## config.mk

```make
export PLATFORM = sky130hd
export DESIGN_NAME = can_message_slot_table_flat
export DESIGN_NICKNAME = d
export VERILOG_FILES = /design/src/hdl/cmst_pkg.sv /design/src/hdl/cmst_if.sv /design/src/hdl/can_message_slot_table.sv /design/src/flat_wrapper.sv
export SDC_FILE = /design/constraint.sdc
export NUM_CORES = 2
export LEC_CHECK = 0
export BUFFER_PORTS_ARGS = -buffer_cell sky130_fd_sc_hd__clkbuf_2
export CORE_ASPECT_RATIO = 1.2
export CORE_MARGIN = 3
export CORE_UTILIZATION = 45
export CTS_BUF_LIST = sky130_fd_sc_hd__clkbuf_4 sky130_fd_sc_hd__clkbuf_8 sky130_fd_sc_hd__clkbuf_16
export CTS_CLUSTER_DIAMETER = 150
export CTS_CLUSTER_SIZE = 20
export DETAILED_ROUTE_END_ITERATION = 16
export GPL_TIMING_DRIVEN = 0
export PLACE_DENSITY = 0.7
export REMOVE_ABC_BUFFERS = 1
export SLEW_MARGIN = 20
export SYNTH_ARGS = -nofsm -noshare
export SYNTH_HDL_FRONTEND = slang
export SYNTH_SLANG_ARGS = --single-unit
```

## constraint.sdc

```tcl
create_clock -name clk -period 17.4 [get_ports clk]
set_input_delay 3.48 -clock clk [delete_from_list [all_inputs] [get_ports clk]]
set_output_delay 3.48 -clock clk [all_outputs]
set_load 0.005 [all_outputs]
```

## src/hdl/cmst_pkg.sv

```systemverilog
// ----------------------------------------------------------------------------
// cmst_pkg
// Field widths and codes for the CAN message slot table.
// ----------------------------------------------------------------------------
package cmst_pkg;

  localparam int ACTION_W  = 2;
  localparam int ID_W      = 11;
  localparam int DATA_W    = 64;
  localparam int TIME_W    = 32;
  localparam int SLOT_W    = 3;
  localparam int OUTCOME_W = 2;
  localparam int COUNT_W   = 4;
  localparam int WINDOW_W  = 16;

  localparam logic [WINDOW_W-1:0] WINDOW_RESET = 16'd500;

  localparam logic [ACTION_W-1:0] ACT_STORE  = 2'd0;
  localparam logic [ACTION_W-1:0] ACT_STATUS = 2'd1;
  localparam logic [ACTION_W-1:0] ACT_READ   = 2'd2;
  localparam logic [ACTION_W-1:0] ACT_NONE   = 2'd3;

  localparam logic [OUTCOME_W-1:0] OUT_UPDATED  = 2'd0;
  localparam logic [OUTCOME_W-1:0] OUT_NEW_SLOT = 2'd1;
  localparam logic [OUTCOME_W-1:0] OUT_REPLACED = 2'd2;
  localparam logic [OUTCOME_W-1:0] OUT_QUERY    = 2'd3;

endpackage

```

## src/hdl/cmst_if.sv

```systemverilog
// ----------------------------------------------------------------------------
// cmst_in_if / cmst_out_if
// Valid/ready channels for request items and result items.
// ----------------------------------------------------------------------------
interface cmst_in_if;
  logic                          valid;
  logic                          ready;
  logic [cmst_pkg::ACTION_W-1:0] action;
  logic [cmst_pkg::ID_W-1:0]     msg_id;
  logic [cmst_pkg::DATA_W-1:0]   payload;
  logic [cmst_pkg::TIME_W-1:0]   now;
  logic [cmst_pkg::SLOT_W-1:0]   slot;

  modport source (output valid, action, msg_id, payload, now, slot, input ready);
  modport sink   (input valid, action, msg_id, payload, now, slot, output ready);
endinterface

interface cmst_out_if;
  logic                           valid;
  logic                           ready;
  logic [cmst_pkg::OUTCOME_W-1:0] outcome;
  logic [cmst_pkg::SLOT_W-1:0]    slot_used;
  logic [cmst_pkg::ID_W-1:0]      evicted_id;
  logic                           entry_valid;
  logic [cmst_pkg::ID_W-1:0]      entry_id;
  logic [cmst_pkg::DATA_W-1:0]    entry_payload;
  logic [cmst_pkg::TIME_W-1:0]    entry_time;
  logic [cmst_pkg::COUNT_W-1:0]   entry_count;
  logic                           is_empty;
  logic                           is_online;

  modport source (output valid, outcome, slot_used, evicted_id, entry_valid, entry_id,
                  entry_payload, entry_time, entry_count, is_empty, is_online,
                  input ready);
  modport sink   (input valid, outcome, slot_used, evicted_id, entry_valid, entry_id,
                  entry_payload, entry_time, entry_count, is_empty, is_online,
                  output ready);
endinterface

```

## src/hdl/can_message_slot_table.sv

```systemverilog
// Flow: a store scans the slots serially over one memory read port and one compare unit,
//   stopping at the first slot that matches or is free, else replacing after the last slot;
//   a status query goes straight to ST_DONE; a slot read passes through ST_READ first.
// Throughput: one item at a time; the next item is taken the cycle after the result
//   is loaded into the output register.
// Reset: synchronous active-low rst_n clears all slot valid bits, the count, the
//   last-receive time and the output valid, and sets the window to 500.
// ----------------------------------------------------------------------------
// can_message_slot_table
// Table of received CAN frames keyed by standard ID, with same-ID update,
// first-free fill and oldest-stamp replacement, plus status and slot read.
// ----------------------------------------------------------------------------
module can_message_slot_table #(
  parameter int ENTRIES = 8
) (
  input  logic                              clk,
  input  logic                              rst_n,
  input  logic                              cfg_we,
  input  logic [cmst_pkg::WINDOW_W-1:0]     cfg_data,
  cmst_in_if.sink                           in_ch,
  cmst_out_if.source                        out_ch
);

  localparam int IDXW = (ENTRIES > 1) ? $clog2(ENTRIES) : 1;
  localparam int CNTW = $clog2(ENTRIES + 1);
  localparam logic [IDXW-1:0] LAST_IDX = IDXW'(ENTRIES - 1);

  typedef struct packed {
    logic [cmst_pkg::ID_W-1:0]   id;
    logic [cmst_pkg::DATA_W-1:0] data;
    logic [cmst_pkg::TIME_W-1:0] stamp;
  } slot_t;

  typedef enum logic [1:0] {
    ST_IDLE,
    ST_SCAN,
    ST_READ,
    ST_DONE
  } state_t;

  state_t state_r;

  // slot storage
  slot_t            mem [ENTRIES];
  slot_t            rdata_r;
  logic [IDXW-1:0]  raddr;
  logic             mem_we;
  logic [IDXW-1:0]  mem_waddr;
  slot_t            mem_wdata;

  logic [ENTRIES-1:0]            vld_r;
  logic [CNTW-1:0]               count_r;
  logic [cmst_pkg::TIME_W-1:0]   last_rx_r;
  logic [cmst_pkg::WINDOW_W-1:0] window_r;

  // latched request
  logic [cmst_pkg::ID_W-1:0]   id_r;
  logic [cmst_pkg::DATA_W-1:0] data_r;
  logic [cmst_pkg::TIME_W-1:0] now_r;
  logic [IDXW-1:0]             rslot_r;
  logic                        in_range_r;

  // scan state
  logic [IDXW-1:0]             idx_r;
  logic [IDXW-1:0]             best_idx_r;
  logic [cmst_pkg::TIME_W-1:0] best_stamp_r;
  logic [cmst_pkg::ID_W-1:0]   best_id_r;

  // result fields
  logic [cmst_pkg::OUTCOME_W-1:0] res_outcome_r;
  logic [IDXW-1:0]                res_slot_r;
  logic [cmst_pkg::ID_W-1:0]      res_evicted_r;
  logic                           res_ev_r;
  logic [cmst_pkg::ID_W-1:0]      res_eid_r;
  logic [cmst_pkg::DATA_W-1:0]    res_edata_r;
  logic [cmst_pkg::TIME_W-1:0]    res_etime_r;

  logic                           out_valid_r;
  logic [cmst_pkg::OUTCOME_W-1:0] out_outcome_r;
  logic [cmst_pkg::SLOT_W-1:0]    out_slot_r;
  logic [cmst_pkg::ID_W-1:0]      out_evicted_r;
  logic                           out_ev_r;
  logic [cmst_pkg::ID_W-1:0]      out_eid_r;
  logic [cmst_pkg::DATA_W-1:0]    out_edata_r;
  logic [cmst_pkg::TIME_W-1:0]    out_etime_r;
  logic [cmst_pkg::COUNT_W-1:0]   out_count_r;
  logic                           out_empty_r;
  logic                           out_online_r;

  logic                        in_xfer;
  logic [IDXW-1:0]             in_slot_idx;
  logic                        cur_vld;
  logic                        hit;
  logic                        take_slot;
  logic                        better;
  logic                        evict;
  logic [IDXW-1:0]             best_idx_nxt;
  logic [cmst_pkg::TIME_W-1:0] best_stamp_nxt;
  logic [cmst_pkg::ID_W-1:0]   best_id_nxt;
  logic [cmst_pkg::TIME_W-1:0] age;
  logic                        out_free;

  assign in_ch.ready = (state_r == ST_IDLE);
  assign in_xfer     = in_ch.valid && in_ch.ready;
  assign in_slot_idx = IDXW'(in_ch.slot);
  assign out_free    = !out_valid_r || out_ch.ready;

  // one compare pair per scan step: ID match and stamp minimum
  always_comb begin
    cur_vld        = vld_r[idx_r];
    hit            = cur_vld && (rdata_r.id == id_r);
    take_slot      = (state_r == ST_SCAN) && (hit || !cur_vld);
    better         = (idx_r == '0) || (rdata_r.stamp < best_stamp_r);
    best_idx_nxt   = better ? idx_r : best_idx_r;
    best_stamp_nxt = better ? rdata_r.stamp : best_stamp_r;
    best_id_nxt    = better ? rdata_r.id : best_id_r;
    evict          = (state_r == ST_SCAN) && !(hit || !cur_vld) && (idx_r == LAST_IDX);
    mem_we         = take_slot || evict;
    mem_waddr      = take_slot ? idx_r : best_idx_nxt;
    mem_wdata      = '{id: id_r, data: data_r, stamp: now_r};
    age            = now_r - last_rx_r;
    case (state_r)
      ST_IDLE: raddr = (in_ch.action == cmst_pkg::ACT_READ) ? in_slot_idx : '0;
      ST_SCAN: raddr = idx_r + 1'b1;
      default: raddr = idx_r;
    endcase
  end

  always_ff @(posedge clk) begin
    if (mem_we) begin
      mem[mem_waddr] <= mem_wdata;
    end
    rdata_r <= mem[raddr];
  end

  always_ff @(posedge clk) begin
    if (!rst_n) begin
      state_r     <= ST_IDLE;
      vld_r       <= '0;
      count_r     <= '0;
      last_rx_r   <= '0;
      window_r    <= cmst_pkg::WINDOW_RESET;
      out_valid_r <= 1'b0;
    end else begin
      if (cfg_we) begin
        window_r <= cfg_data;
      end
      if (out_valid_r && out_ch.ready && (state_r != ST_DONE)) begin
        out_valid_r <= 1'b0;
      end
      case (state_r)
        ST_IDLE: begin
          if (in_xfer) begin
            id_r          <= in_ch.msg_id;
            data_r        <= in_ch.payload;
            now_r         <= in_ch.now;
            rslot_r       <= in_slot_idx;
            in_range_r    <= (32'(in_ch.slot) < 32'(ENTRIES));
            idx_r         <= '0;
            res_outcome_r <= cmst_pkg::OUT_QUERY;
            res_slot_r    <= '0;
            res_evicted_r <= '0;
            res_ev_r      <= 1'b0;
            res_eid_r     <= '0;
            res_edata_r   <= '0;
            res_etime_r   <= '0;
            case (in_ch.action)
              cmst_pkg::ACT_STORE:  state_r <= ST_SCAN;
              cmst_pkg::ACT_STATUS: state_r <= ST_DONE;
              cmst_pkg::ACT_READ:   state_r <= ST_READ;
              default:              state_r <= ST_IDLE;  // drop unused action
            endcase
          end
        end
        ST_SCAN: begin
          best_idx_r   <= best_idx_nxt;
          best_stamp_r <= best_stamp_nxt;
          best_id_r    <= best_id_nxt;
          idx_r        <= idx_r + 1'b1;
          if (take_slot) begin
            vld_r[idx_r]  <= 1'b1;
            last_rx_r     <= now_r;
            res_slot_r    <= idx_r;
            res_outcome_r <= hit ? cmst_pkg::OUT_UPDATED : cmst_pkg::OUT_NEW_SLOT;
            if (!hit) begin
              count_r <= count_r + 1'b1;
            end
            state_r <= ST_DONE;
          end else if (evict) begin
            last_rx_r     <= now_r;
            res_slot_r    <= best_idx_nxt;
            res_evicted_r <= best_id_nxt;
            res_outcome_r <= cmst_pkg::OUT_REPLACED;
            state_r       <= ST_DONE;
          end
        end
        ST_READ: begin
          if (in_range_r && vld_r[rslot_r]) begin
            res_ev_r    <= 1'b1;
            res_eid_r   <= rdata_r.id;
            res_edata_r <= rdata_r.data;
            res_etime_r <= rdata_r.stamp;
          end
          state_r <= ST_DONE;
        end
        ST_DONE: begin
          // status fields see the table after this item's update
          if (out_free) begin
            out_valid_r   <= 1'b1;
            out_outcome_r <= res_outcome_r;
            out_slot_r    <= cmst_pkg::SLOT_W'(res_slot_r);
            out_evicted_r <= res_evicted_r;
            out_ev_r      <= res_ev_r;
            out_eid_r     <= res_eid_r;
            out_edata_r   <= res_edata_r;
            out_etime_r   <= res_etime_r;
            out_count_r   <= cmst_pkg::COUNT_W'(count_r);
            out_empty_r   <= (count_r == '0);
            out_online_r  <= (age < 32'(window_r));
            state_r       <= ST_IDLE;
          end
        end
        default: state_r <= ST_IDLE;
      endcase
    end
  end

  assign out_ch.valid         = out_valid_r;
  assign out_ch.outcome       = out_outcome_r;
  assign out_ch.slot_used     = out_slot_r;
  assign out_ch.evicted_id    = out_evicted_r;
  assign out_ch.entry_valid   = out_ev_r;
  assign out_ch.entry_id      = out_eid_r;
  assign out_ch.entry_payload = out_edata_r;
  assign out_ch.entry_time    = out_etime_r;
  assign out_ch.entry_count   = out_count_r;
  assign out_ch.is_empty      = out_empty_r;
  assign out_ch.is_online     = out_online_r;

endmodule
```

## src/flat_wrapper.sv

```systemverilog
// flat-port wrapper written by rule: the top's interface ports become plain ports
module can_message_slot_table_flat 
#(
  parameter int ENTRIES = 8
)
  (clk, rst_n, cfg_we, cfg_data, in_ch_valid, in_ch_action, in_ch_msg_id, in_ch_payload, in_ch_now, in_ch_slot, in_ch_ready, out_ch_valid, out_ch_outcome, out_ch_slot_used, out_ch_evicted_id, out_ch_entry_valid, out_ch_entry_id, out_ch_entry_payload, out_ch_entry_time, out_ch_entry_count, out_ch_is_empty, out_ch_is_online, out_ch_ready);
  cmst_in_if in_ch_i ();
  cmst_out_if out_ch_i ();
  input  logic clk;
  input  logic rst_n;
  input  logic cfg_we;
  input  logic [cmst_pkg::WINDOW_W-1:0] cfg_data;
  input wire logic [$bits(in_ch_i.valid)-1:0] in_ch_valid;
  input wire logic [$bits(in_ch_i.action)-1:0] in_ch_action;
  input wire logic [$bits(in_ch_i.msg_id)-1:0] in_ch_msg_id;
  input wire logic [$bits(in_ch_i.payload)-1:0] in_ch_payload;
  input wire logic [$bits(in_ch_i.now)-1:0] in_ch_now;
  input wire logic [$bits(in_ch_i.slot)-1:0] in_ch_slot;
  output wire logic [$bits(in_ch_i.ready)-1:0] in_ch_ready;
  output wire logic [$bits(out_ch_i.valid)-1:0] out_ch_valid;
  output wire logic [$bits(out_ch_i.outcome)-1:0] out_ch_outcome;
  output wire logic [$bits(out_ch_i.slot_used)-1:0] out_ch_slot_used;
  output wire logic [$bits(out_ch_i.evicted_id)-1:0] out_ch_evicted_id;
  output wire logic [$bits(out_ch_i.entry_valid)-1:0] out_ch_entry_valid;
  output wire logic [$bits(out_ch_i.entry_id)-1:0] out_ch_entry_id;
  output wire logic [$bits(out_ch_i.entry_payload)-1:0] out_ch_entry_payload;
  output wire logic [$bits(out_ch_i.entry_time)-1:0] out_ch_entry_time;
  output wire logic [$bits(out_ch_i.entry_count)-1:0] out_ch_entry_count;
  output wire logic [$bits(out_ch_i.is_empty)-1:0] out_ch_is_empty;
  output wire logic [$bits(out_ch_i.is_online)-1:0] out_ch_is_online;
  input wire logic [$bits(out_ch_i.ready)-1:0] out_ch_ready;
  assign in_ch_i.valid = in_ch_valid;
  assign in_ch_i.action = in_ch_action;
  assign in_ch_i.msg_id = in_ch_msg_id;
  assign in_ch_i.payload = in_ch_payload;
  assign in_ch_i.now = in_ch_now;
  assign in_ch_i.slot = in_ch_slot;
  assign in_ch_ready = in_ch_i.ready;
  assign out_ch_valid = out_ch_i.valid;
  assign out_ch_outcome = out_ch_i.outcome;
  assign out_ch_slot_used = out_ch_i.slot_used;
  assign out_ch_evicted_id = out_ch_i.evicted_id;
  assign out_ch_entry_valid = out_ch_i.entry_valid;
  assign out_ch_entry_id = out_ch_i.entry_id;
  assign out_ch_entry_payload = out_ch_i.entry_payload;
  assign out_ch_entry_time = out_ch_i.entry_time;
  assign out_ch_entry_count = out_ch_i.entry_count;
  assign out_ch_is_empty = out_ch_i.is_empty;
  assign out_ch_is_online = out_ch_i.is_online;
  assign out_ch_i.ready = out_ch_ready;
  can_message_slot_table #(.ENTRIES(ENTRIES)) u_core (.clk(clk), .rst_n(rst_n), .cfg_we(cfg_we), .cfg_data(cfg_data), .in_ch(in_ch_i), .out_ch(out_ch_i));
endmodule
```

# Word-level counts from Yosys, hierarchy flattened
# Memory sizes are Yosys's and may differ from the RTL's. A register that Yosys moved wholly into a read port is not among the register bits.
# Cells that the tools add are included.
# W data, S select, Z words.
dict set report word_totals {
  memories 1
  input_bits 133
  reg_bits 476
  ramBits 856
}
# memory depth word_bits rd rd_ports_with_merged_regs write_ports line_no
set memory_table {}
lappend memory_table {u_core.mem 8 107 1 1 1 can_message_slot_table.sv:44} ;# slot_t mem [ENTRIES];
dict set report op_classes {
  n_reduce_logical 34
  bitwise_logic 2
  mux 49
  eq_ne 14
  order_cmp 5
  addsub 3
}
# cell count
set op_table {}
lappend op_table {{$mux W32} 4}
lappend op_table {{$mux W64} 2}
lappend op_table {{$pmux W64 S2} 1}
lappend op_table {{$pmux W32 S2} 1}
lappend op_table {{$mux W11} 5}
lappend op_table {{$pmux W11 S2} 2}
lappend op_table {{$lt A32 B16 Y1} 1}
lappend op_table {{$lt A32 B32 Y1} 1}
lappend op_table {{$sub A32 B32 Y32} 1}
lappend op_table {{$mux W3} 6}
lappend op_table {{$pmux W3 S2} 3}
lappend op_table {{$reduce_and A3 Y1} 6}
lappend op_table {{$mux W2} 7}
lappend op_table {{$eq A11 B11 Y1} 1}
lappend op_table {{$mux W1} 11}
lappend op_table {{$logic_and A1 B1 Y1} 8}
lappend op_table {{$lt A3 B4 Y1 const B} 2}
lappend op_table {{$or A8 B8 Y8} 1}
lappend op_table {{$pmux W2 S4} 1}
lappend op_table {{$reduce_and A4 Y1} 2}
lappend op_table {{$bmux W1 S3} 2}
lappend op_table {{$eq A2 B2 Y1 const B} 3}
lappend op_table {{$ne A2 B1 Y1 const B} 3}
lappend op_table {{$ne A2 B2 Y1 const B} 3}
lappend op_table {{other kinds (19)} 30}

# Depth between registers and ports, before layout
dict set report logic_depth {
  word_depth 10
  mapped_depth 17
  mapped_depth_nobuf 17
}

# Worst setup path before layout
# OpenSTA, ideal clock, no wires.
dict set report synth_path {
  path_type {register -> register}
  from {register u_core.best_stamp_r[7] (netlist name)}
  to {memory u_core.mem[7][0] (netlist name), enable pin}
  setup_slack_ns 3.388
  setup_time_ns 0.872
  stages_incl_launch_ff 11
  path_buffers 0
  t_arrival_ns 13.140
  synth_period_minus_slack_ns 14.012
  cell_sequence {edfxtp_1 -> inv_1 -> ha_1 -> and3_1 -> a221o_1 -> a21oi_1 -> o21ai_0 -> a221o_1 -> a31o_4 -> mux2i_4 -> nor4b_1}
}
dict set report synth_via {
  elab_chain_len 4
}
# element line_no
set synth_lines {}
lappend synth_lines {{start, declared} can_message_slot_table.sv:66} ;# logic [cmst_pkg::TIME_W-1:0] best_stamp_r;
lappend synth_lines {{start signal, assigned} can_message_slot_table.sv:177} ;# best_stamp_r <= best_stamp_nxt;
lappend synth_lines {{$lt A32 B32 Y1} can_message_slot_table.sv:113} ;# better = (idx_r == '0) || (rdata_r.stamp < best_stamp_r);
lappend synth_lines {{$logic_or A1 B1 Y1} can_message_slot_table.sv:113}
lappend synth_lines {{$mux W3} can_message_slot_table.sv:114} ;# best_idx_nxt = better ? idx_r : best_idx_r;
lappend synth_lines {{$mux W3} can_message_slot_table.sv:119} ;# mem_waddr = take_slot ? idx_r : best_idx_nxt;
lappend synth_lines {{end, declared} can_message_slot_table.sv:44}
# Every way passes these cells.

# Worst setup path in the final report
dict set report layout_path {
  from {register u_core.rdata_r[6] (netlist name)}
  to {memory u_core.mem[3][49] (netlist name), enable pin}
}
dict set report layout_via {
  elab_chain_len 4
}
# element line_no
set layout_lines {}
lappend layout_lines {{$lt A32 B32 Y1} can_message_slot_table.sv:113}
lappend layout_lines {{$logic_or A1 B1 Y1} can_message_slot_table.sv:113}
lappend layout_lines {{$mux W3} can_message_slot_table.sv:114}
lappend layout_lines {{$mux W3} can_message_slot_table.sv:119}
# Every way passes these cells.

==> qor.log <==
[clock_network] cts bufs inserted 81
[synthesis] Unique masters post-synth 67
[placed_design] routability cong. 0.828
[global_routing] maximum number of pins on one net before global-route repair 69
[worst_setup_path] Setup crit start kind flop
[timing] Setup violations, final 0
[pwr] peak supply drop 0.133 mV
[route] number of optimization iterations in the first detailed-route pass 5
[clock_network] Post-CTS Hold Fix Bufs 0
[pwr] static leakage 22.7 nW
[global_routing] global routing usage summed across all routing layers 0.186
[finish] fin nets 4641
[flow_run] MaxCap Viol Count 0
[placed_design] buffers added on ports 264
[timing] Max Clock Skew 0.0306 ns
[timing] clock period minus final worst setup slack 5.47 ns
[worst_setup_path] Worst Path Buf+Inv 9
[run_status] run status finished clean
[floorplanning] Die Wd 326 microns
[finish] share of the core filled with cells in the final layout 0.515
[synthesis] post-synthesis sequential element count 1439
[clock_network] Sinks on Clock Net 1439
[synthesis] post-synthesis cell type with the largest combined area edfxtp_1
[worst_setup_path] maximum fanout along the worst path 9
[worst_setup_path] cell repeated most along the worst path buf_2
[route] number of DRC markers in iteration 0 2786
[clock_network] Resize count post-CTS 0
[synthesis] number of flops mapped to enable cells by yosys 1269
[route] Final ANT Viol Nets 0
[finish] final non-filler cell total 6120
[clock_network] clock tree from TritonCTS built
[clock_network] buffer type at the clock tree root clkbuf_16
[finish] area growth from synthesis to final layout 13.4%
[worst_setup_path] capturing element type of the critical path flop
[clock_network] post-CTS clock slew at the launch and capture registers of the worst setup and hold paths 0.09 ns
[floorplanning] standard-cell row count 140
[placed_design] cell count after placement 5968
[worst_setup_path] Slowest Stage Delay on Critical Path 0.52 ns
[timing] Post-Route Setup TNS 0 ns
[clock_network] Setup Fix Bufs, Post-CTS 0
[clock_network] Clk Latency, worst-skew pair 0.71 ns
[floorplanning] area of the core 122000 sq um
[global_routing] number of global-route vias before repair 31300
[timing] worst path setup slack after routing 11.93 ns
[global_routing] number of antenna violations at the first check in global routing 2
[pwr] power per cell area 160 nW/um^2
[timing] max-slew violation total from the final report 0
[synthesis] fraction of post-synthesis cell area in the top cell type by area 0.690
[placed_design] DP Wirelength 75500 microns
[clock_network] H-tree level count 3
[floorplanning] die area 127000 sq um
[global_routing] GR peak layer met2
[worst_setup_path] cell family with most CP delay buffers and inverters
[global_routing] overall overflow remaining after global route 0
[global_routing] met1 routing resource usage after global routing 0.235
[timing] worst-margin pin slew 0.913 ns
[worst_setup_path] cells traversed along the worst timing path ha_1, and3_1, a221o_1, a21oi_1, o21ai_0, a221o_1, and4b_1, o32a_4, nor4_2, buf_2, buf_2, buf_4, buf_4, buf_2, buf_4, buf_2, buf_2, buf_4
[worst_setup_path] cell type of the slowest stage on the worst timing path a221o_1
[floorplanning] I/O pin total 265
[synthesis] post-synthesis area per instance 13.3 sq um
[floorplanning] chip height 390 microns
[floorplanning] effective utilization at floorplan 0.454
[synthesis] most instantiated flip-flop cell in the synthesis netlist edfxtp_1
[finish] Fillers 10100
[synthesis] combined area of all synthesized cells 55200 sq um
[route] post-DR wirelength/cell 19.5 microns
[global_routing] global-route wire length before repair 183000 microns
[timing] worst hold slack 0.412 ns
[timing] setup repair after global routing missed its margin no
[route] via count normalized by instance count 5.23
[synthesis] Synth top cells by count edfxtp_1, nand2_1, nand3_1
[synthesis] register area share after synthesis 0.752
[placed_design] Placement Setup Slack 11.25 ns
[global_routing] met2 routing resource usage after global routing 0.326
[route] number of DRC violations after detailed routing 0
[route] detailed-route via count 32000
[timing] Final Hold Vio Count 0
[timing] Worst slew margin 0.391
[synthesis] number of cells produced by synthesis 4151
[clock_network] Max Root-Sink Buffers 3
[synthesis] share of synthesized flip-flops with an asynchronous set or reset 0
[hold_path] Tightest Hold Check Type reg -> reg
[synthesis] top cells by area in the synthesized netlist edfxtp_1, nand2_1, dfxtp_1, nand3_1, ha_1
[worst_setup_path] start-to-end type of the worst setup path reg -> reg
[worst_setup_path] arrival time worst endpoint 5.87 ns
[timing] Period Utilization, post-route 0.314
[timing] Achievable Freq 0.183 GHz
[route] post-detailed-routing wire length 120000 microns
[worst_setup_path] Crit path required time 17.80 ns
[synthesis] most numerous cell in the Yosys netlist edfxtp_1
[finish] fraction of final layout cells sized beyond drive strength 1 0.136
[global_routing] met3 Resource Use GR 0.0239
[synthesis] Yosys warnings 0
-- state kept, by name, summed over array words and instances, names as in the netlist, 16 cells and up --
signal,cells
u_core.res_etime_r,32
u_core.last_rx_r,32
u_core.now_r,32
u_core.best_stamp_r,32
u_core.data_r,64
u_core.res_edata_r,64
u_core.out_ch.entry_payload,64
u_core.mem,856
u_core.out_ch.entry_time,32
u_core.window_r,16
u_core.rdata_r,107
-- cell families (layout without fill, tap and decap cells) --
group                    count (synthesis)  in the layout  synth area share
buffers and inverters                  319            654            0.0221
flip-flops                            1439           1439             0.752
AO/OA/AOI/OAI                          320            320            0.0364
adder cells (fa/ha/maj)                 90             90            0.0205
other                                    0              1                 0
AND/OR/NAND/NOR                       1897           1897             0.152
multiplexers                            52             52            0.0113
XOR/XNOR                                34             34           0.00539
-- stage by stage --
step	instance area [sq um]	total power, mW
after floorplan	54400	7.29
after global placement	57700	8.93
after detailed placement	60000	8.04
after CTS	62600	10.1
after global routing	62600	10.6
final	62600	10.0
-- layer usage --
metal	routed length, microns	vias up	share of wire
li1	-	15300	-
met1	49400	15700	0.41
met2	60800	844	0.51
met3	5400	172	0.045
met4	3980	0	0.033
met5	0	-	0
-- power breakdown --
group | switching [mW] | internal, mW | leakage [nW]
Combinational | 2.10 | 1.15 | 8.38
Clock | 1.06 | 1.02 | 1.35
Sequential | 0.237 | 4.43 | 13.0
-- placed cells by master (no fill, tap or decap), drive strengths merged, types with 7 or more instances in the layout --
| cell type | n |
|---|---|
| edfxtp | 1269 |
| and2 | 124 |
| xnor2 | 14 |
| inv | 101 |
| a21o | 30 |
| o21a | 11 |
| nand2 | 1101 |
| nor2 | 30 |
| ha | 89 |
| a31oi | 11 |
| buf | 140 |
| o21ai | 132 |
| mux2i | 34 |
| clkbuf | 413 |
| a211oi | 11 |
| xor2 | 20 |
| nand3 | 546 |
| dfxtp | 170 |
| nor2b | 27 |
| a21boi | 33 |
| nor3 | 11 |
| nand2b | 7 |
| nand4 | 19 |
| a21oi | 46 |
| o211ai | 9 |
| mux2 | 14 |
-- area by class of cell --
type	instances	area [sq um]	share of cell area
diodes	1	2.50	0.0000400
inverters	99	372	0.00594
well taps	1633	2040	0.0327
repair buffers	404	3410	0.0546
clock buffers	149	2610	0.0417
clock inverters	2	17.5	0.000280
multi-input cells	2393	12600	0.202
flip-flops and latches	1439	41500	0.663
-- final timing paths --
path	start	to	cells after the start	slack (ns)
worst max-delay path	u_core.rdata_r[6]	u_core.mem[3][49]	18	11.93
worst min-delay path	u_core.res_etime_r[22]	u_core.out_ch.entry_time[22]	0	0.41
worst max register to register	u_core.rdata_r[6]	u_core.mem[3][49]	18	11.93
worst min register to register	u_core.res_etime_r[22]	u_core.out_ch.entry_time[22]	0	0.41
Note: power is estimated with default switching activity, not from simulation.
